<file path="config.mk">
export PLATFORM = sky130hd
export DESIGN_NAME = lwoi_ctrl
export DESIGN_NICKNAME = d
export VERILOG_FILES = /design/src/lwoi_pkg.sv /design/src/lwoi_ctrl.sv
export SDC_FILE = /design/constraint.sdc
export NUM_CORES = 1
export LEC_CHECK = 0
export BUFFER_PORTS_ARGS = -buffer_cell sky130_fd_sc_hd__buf_2
export CAP_MARGIN = 10
export CORE_AREA = 2 2 39 41
export CTS_CLUSTER_DIAMETER = 150
export DETAILED_ROUTE_END_ITERATION = 10
export DIE_AREA = 0 0 41 43
export GPL_TIMING_DRIVEN = 0
export PLACE_DENSITY = 0.51
export REMOVE_ABC_BUFFERS = 1
export SKIP_LAST_GASP = 1
export SYNTH_ARGS = -nofsm -noshare
export SYNTH_HDL_FRONTEND = slang
export SYNTH_SLANG_ARGS = --single-unit
</file>
<file path="constraint.sdc">
create_clock -name i_clk -period 1.5 [get_ports i_clk]
set_clock_uncertainty 0.15 [all_clocks]
set_input_delay 0.15 -clock i_clk [delete_from_list [all_inputs] [get_ports i_clk]]
set_output_delay 0.15 -clock i_clk [all_outputs]
set_load 0.005 [all_outputs]
</file>
<file path="src/lwoi_pkg.sv">
package lwoi_pkg;

    // Default sizing of the index.
    localparam int NUM_REFS_DEF     = 16;
    localparam int MAX_WINDOWS_DEF  = 8192;
    localparam int WINDOW_SHIFT_DEF = 13;

    // Field widths of one input word and one result word.
    localparam int REF_W    = 4;
    localparam int POS_W    = 29;
    localparam int LEN_W    = 16;
    localparam int OFF_W    = 64;
    localparam int STATUS_W = 3;

    // Input tdata layout, lowest bit first: ref_id, position, ref_length, file_offset.
    localparam int REF_LSB   = 0;
    localparam int POS_LSB   = REF_LSB + REF_W;
    localparam int LEN_LSB   = POS_LSB + POS_W;
    localparam int OFF_LSB   = LEN_LSB + LEN_W;
    localparam int IN_DATA_W = ((OFF_LSB + OFF_W + 7) / 8) * 8;

    localparam logic MODE_INSERT = 1'b0;
    localparam logic MODE_QUERY  = 1'b1;

    typedef enum logic [STATUS_W-1:0] {
        ST_INSERTED = 3'd0,
        ST_QUERY_OK = 3'd1,
        ST_ORDER    = 3'd2,
        ST_OVERFLOW = 3'd3,
        ST_EMPTY    = 3'd4,
        ST_REJECTED = 3'd5
    } t_status;

    // Commands from the controller to the datapath.
    typedef struct packed {
        logic clr_step;
        logic accept;
        logic decode;
        logic rd;
        logic ins_chk;
        logic q_chk;
        logic finish;
    } t_cmd;

    // Status from the datapath to the controller.
    typedef struct packed {
        logic clr_last;
        logic dec_ins;
        logic dec_qry;
        logic ins_last;
        logic q_done;
        logic out_busy;
    } t_stat;

endpackage

</file>
<file path="src/lwoi_ctrl.sv">
module lwoi_ctrl (
    input  logic             i_clk,
    input  logic             i_rst_n,
    input  logic             i_s_tvalid,
    output logic             o_s_tready,
    input  lwoi_pkg::t_stat  i_stat,
    output lwoi_pkg::t_cmd   o_cmd
);

    typedef enum logic [2:0] {
        S_CLEAR,
        S_IDLE,
        S_DECODE,
        S_INS_RD,
        S_INS_CHK,
        S_Q_RD,
        S_Q_CHK,
        S_FINISH
    } t_state;

    t_state r_state, n_state;
    logic   r_ready, n_ready;

    always_comb begin
        n_state = r_state;
        case (r_state)
            S_CLEAR: begin
                if (i_stat.clr_last) begin
                    n_state = S_IDLE;
                end
            end
            S_IDLE: begin
                if (i_s_tvalid) begin
                    n_state = S_DECODE;
                end
            end
            S_DECODE: begin
                if (i_stat.dec_ins) begin
                    n_state = S_INS_RD;
                end else if (i_stat.dec_qry) begin
                    n_state = S_Q_RD;
                end else begin
                    n_state = S_FINISH;
                end
            end
            S_INS_RD:  n_state = S_INS_CHK;
            S_INS_CHK: n_state = i_stat.ins_last ? S_FINISH : S_INS_RD;
            S_Q_RD:    n_state = S_Q_CHK;
            S_Q_CHK:   n_state = i_stat.q_done ? S_FINISH : S_Q_RD;
            S_FINISH: begin
                if (!i_stat.out_busy) begin
                    n_state = S_IDLE;
                end
            end
            default:   n_state = S_CLEAR;
        endcase
        n_ready = (n_state == S_IDLE);
    end

    always_ff @(posedge i_clk) begin
        if (!i_rst_n) begin
            r_state <= S_CLEAR;
            r_ready <= 1'b0;
        end else begin
            r_state <= n_state;
            r_ready <= n_ready;
        end
    end

    always_comb begin
        o_cmd          = '0;
        o_cmd.clr_step = (r_state == S_CLEAR);
        o_cmd.accept   = r_ready && i_s_tvalid;
        o_cmd.decode   = (r_state == S_DECODE);
        o_cmd.rd       = (r_state == S_INS_RD) || (r_state == S_Q_RD);
        o_cmd.ins_chk  = (r_state == S_INS_CHK);
        o_cmd.q_chk    = (r_state == S_Q_CHK);
        o_cmd.finish   = (r_state == S_FINISH) && !i_stat.out_busy;
    end

    assign o_s_tready = r_ready;

endmodule

</file>
; Word level (Yosys, flattened, before mapping)
; Index checks and enable logic that the tools add are counted.
[word_totals]
regBits = 4
input_bits = 9
output_inout_bits = 8
[classes]
n_eq_ne = 8
muxes = 8
n_reduce_logical = 5
[ops]
columns = cell, n
row1 = case mux 3 bit (8 select lines), 1
row2 = two-way mux 3 bit, 5
row3 = equality test 3 bit (second input constant), 4
row4 = equality test 3 x 1 -> 1 bit (second input constant), 2
row5 = equality test 3 x 2 -> 1 bit (second input constant), 2
row6 = two-way mux 2 bit, 2
row7 = zero test 3 bit, 1
row8 = logical AND 1 bit, 2
row9 = zero test 1 bit, 1
row10 = logical OR 1 bit, 1

; Depth between registers and ports, before layout
[logic_depth]
ltp_word = 4
mapped_depth = 5
depth_no_buf = 4

; Least setup slack after synthesis
; OpenSTA, ideal clock, no wires.
[synth_path]
kind = register to register
startpoint = register r_state[0]
endpoint = register r_ready, in the netlist o_s_tready
arrival_ns = 0.982
slack_ns = 0.252
path_stages_with_launch = 5
synth_period_minus_slack_ns = 1.248
cell_sequence = dfxtp_1 -> buf_6 -> inv_2 -> o311a_1 -> and3_1
[synth_via]
elab_chain_cells = 3
[synth_rtl]
columns = item, line
row1 = from (decl), lwoi_ctrl.sv:21  ; t_state r_state, n_state;
row2 = from (signal assigned), lwoi_ctrl.sv:65  ; r_state <= n_state;
row3 = equality test 3 bit (tied with other cells), lwoi_ctrl.sv:26  ; case (r_state)
row4 = case mux 3 bit (8 select lines) (*), lwoi_ctrl.sv:26
row5 = equality test 3 x 1 -> 1 bit (*), lwoi_ctrl.sv:57  ; n_ready = (n_state == S_IDLE);
row6 = to (signal assigned), lwoi_ctrl.sv:66  ; r_ready <= n_ready;
row7 = to (decl), lwoi_ctrl.sv:22  ; logic r_ready, n_ready;
; Every way passes the cells marked *; elsewhere a longest branch is shown, timed or not.
; A chain may end at the register's enable or synchronous reset.

==> impl_metrics.env <==
export IMPL_globalplace_congestion=0.599
export IMPL_irDropWorstVdd_mv=0.266
export IMPL_die_w_um=41
export IMPL_cts_sinks=4
export IMPL_r2r_start="r_state[0]"
export IMPL_portBuffers=16
export IMPL_fp_dieH_um=43
export IMPL_worstSetupPathType="flip-flop to primary output"
export IMPL_synthTopCellsByArea="dfxtp_1 30%, nor2_1 9.8%, and3_1 7.0%"
export IMPL_fin_crit_ns=1.42
export IMPL_cap_violations=0
export IMPL_htree_levels=1
export IMPL_boundaryPins=17
export IMPL_netlist_area_leader_share=0.298
export IMPL_final_setup_viol_count=0
export IMPL_die_area_um2=1760
export IMPL_end_kind="primary output"
export IMPL_total_leakage_power_nw=0.192
export IMPL_setup_tns_ns=0
export IMPL_track_usage=0.0822
export IMPL_grt_pass1_vias=240
export IMPL_post_cts_buffers=0
export IMPL_maxSlewViolCount=0
export IMPL_status="finished, final reports clean"
export IMPL_final_cell_area_um2=370
export IMPL_seq_area_frac_synth=0.298
export IMPL_layout_commonest_cell="buf_2"
export IMPL_critPathRequiredTime_ns=1.20
export IMPL_vias=310
export IMPL_power_density_nw_per_um2=982
export IMPL_avgViaCountPerCell=4.49
export IMPL_avgSynthCellArea_um2=7.27
export IMPL_p_clk_frac=0.354
export IMPL_switching_power_w=0.000103
export IMPL_met3_usage=0.0471
export IMPL_hold_path_class="input pin to flip-flop"
export IMPL_place_ws_ns=0.0610
export IMPL_syn_area_um2=269
export IMPL_crit_start="r_state[0]"
export IMPL_clk_pin_slew_ns=0.04
export IMPL_drc_errors=0
export IMPL_antenna_found_initial=0
export IMPL_finalPower_w=0.000364
export IMPL_ff2ff_path_depth=3
export IMPL_drtIter0Drc=4
export IMPL_period_share=0.945
export IMPL_arrival_ns=1.12
export IMPL_swShare=0.284
export IMPL_relSlewSlack=0.772
export IMPL_grt_overflow_total=0
export IMPL_timing_rr_end="o_s_tready"
export IMPL_area_growth_pct=37.7
export IMPL_use_met1=0.112
export IMPL_hold_viol_final=0
export IMPL_synth_seq_cells=4
export IMPL_cts_hold_buf=0
export IMPL_synthCells=37
export IMPL_postLayoutSetupSlackWorst_ns=0.0820
export IMPL_timing_fmax_mhz=705
export IMPL_crit_path_end="o_cmd[0]"
export IMPL_antennaDiodeCount=0
export IMPL_tightest_slew_ns=0.341
export IMPL_start_util=0.194
export IMPL_clock_latency_ns=0.23
export IMPL_rsz0062_at_grt="no"
export IMPL_seqPwrFrac=0.408
export IMPL_cts_buffers=3
export IMPL_drive_above_1_share=0.415
export IMPL_clockBufferDepth=2
export IMPL_wl_per_cell_um=9.39
export IMPL_top_usage_layer="met1"
export IMPL_ctsRootBufferMaster="clkbuf_4"
export IMPL_critPathLaunchType="flip-flop"
export IMPL_intPower_w=0.000260
export IMPL_yosysTopAreaCell="dfxtp_1"
export IMPL_num_nets_final=64
export IMPL_most_common_layout_cells="16 x buf_2, 7 x nor2_1, 3 x and3_1, 3 x a21oi_1, 3 x clkbuf_4"
export IMPL_grt_max_degree=14
export IMPL_drt_total_wl_um=648
export IMPL_hpwlAfterDp_um=491
export IMPL_core_um2=1380
export IMPL_finalHoldWorstSlack_ns=0.0204
export IMPL_pwr_share_comb=0.238
export IMPL_num_rows=14
export IMPL_regToRegSetupSlack_ns=0.09
export IMPL_place_area_um2=345
export IMPL_synth_distinct_cells=21
export IMPL_ys_warn_count=0
export IMPL_grt_pass1_wl_um=972
export IMPL_crit_fanout=11
export IMPL_firstDrtPassIters=2
export IMPL_grtUsageMet2=0.100
export IMPL_cts_tree="built"
export IMPL_ant_nets=0
==> flip-flops by register name, indices dropped and copies added (netlist names) <==
signal,flops
r_state,3
o_s_tready,1
==> area by class of cell <==
class                      instances  area [um^2]
fill                             164         1010
multi-input combinational         27          154
sequential                         4         82.6
timing repair buffer              16         80.1
clock buffer                       3         22.5
tap                               16         20.0
inverter                           3         11.3
==> worst min-delay path by stage <==
stage,start,endpoint,cells after the start
2_1_floorplan,i_rst_n,r_state[1],2
3_3_place_gp,i_rst_n,r_state[2],3
3_5_place_dp,i_rst_n,r_state[2],3
4_1_cts,i_rst_n,r_state[2],3
5_1_grt,i_rst_n,r_state[1],3
6_report,i_rst_n,r_state[1],3
==> power groups by stage <==
stage               Combinational, W  Clock, W  Sequential, W
CTS                        0.0000887  0.000134       0.000148
detailed placement         0.0000882         0       0.000149
floorplan                  0.0000518         0       0.000143
global route                0.000101  0.000141       0.000152
global placement           0.0000880         0       0.000148
finish                     0.0000866  0.000129       0.000148
==> metrics by stage <==
stage | std cells | utilization
after global placement | 66 | 0.250
after global routing | 69 | 0.268
after CTS | 69 | 0.267
after detailed placement | 66 | 0.250
after floorplan | 34 | -
final | 69 | 0.268
==> timing repair <==
item / CTS / global route
endpoints found under the hold margin: 0 / 0
pin swaps: 0 / 0
setup endpoints to repair: 2 / 2
resized for setup: 1 / 1
==> metal layers <==
metal  vias up  routed length (um)
li1        161                   -
met5         -                   0
met3         0                  48
met1       138                 322
met2        11                 277
met4         0                   0
==> cell usage after synthesis <==
| cell type | instances |
|---|---|
| a21oi_1 | 3 |
| a31oi_1 | 1 |
| and2_1 | 1 |
| and3_1 | 3 |
| and4b_1 | 1 |
| buf_2 | 1 |
| buf_4 | 1 |
| buf_6 | 1 |
| dfxtp_1 | 4 |
| inv_1 | 2 |
| inv_2 | 1 |
| nand3_1 | 1 |
| nand3b_1 | 1 |
| nor2_1 | 7 |
| nor2b_1 | 1 |
| nor3_1 | 2 |
| nor4_1 | 1 |
| o21ai_0 | 2 |
| o311a_1 | 1 |
| o31ai_1 | 1 |
| xnor2_1 | 1 |
==> critical path, stage by stage, from the launching register on <==
cell	delay [ns]
dfxtp_1	0.51
and4b_1	0.26
buf_2	0.12
==> cells by family (layout without fill, tap and decap cells) <==
| kind of cell | after synthesis | in the layout | share of synthesized area |
|---|---|---|---|
| simple gates | 18 | 18 | 0.358 |
| xor+xnor | 1 | 1 | 0.0326 |
| buf+inv | 6 | 22 | 0.130 |
| flops | 4 | 4 | 0.298 |
| compound gates | 8 | 8 | 0.181 |
Power figures use the tool's default switching activity.
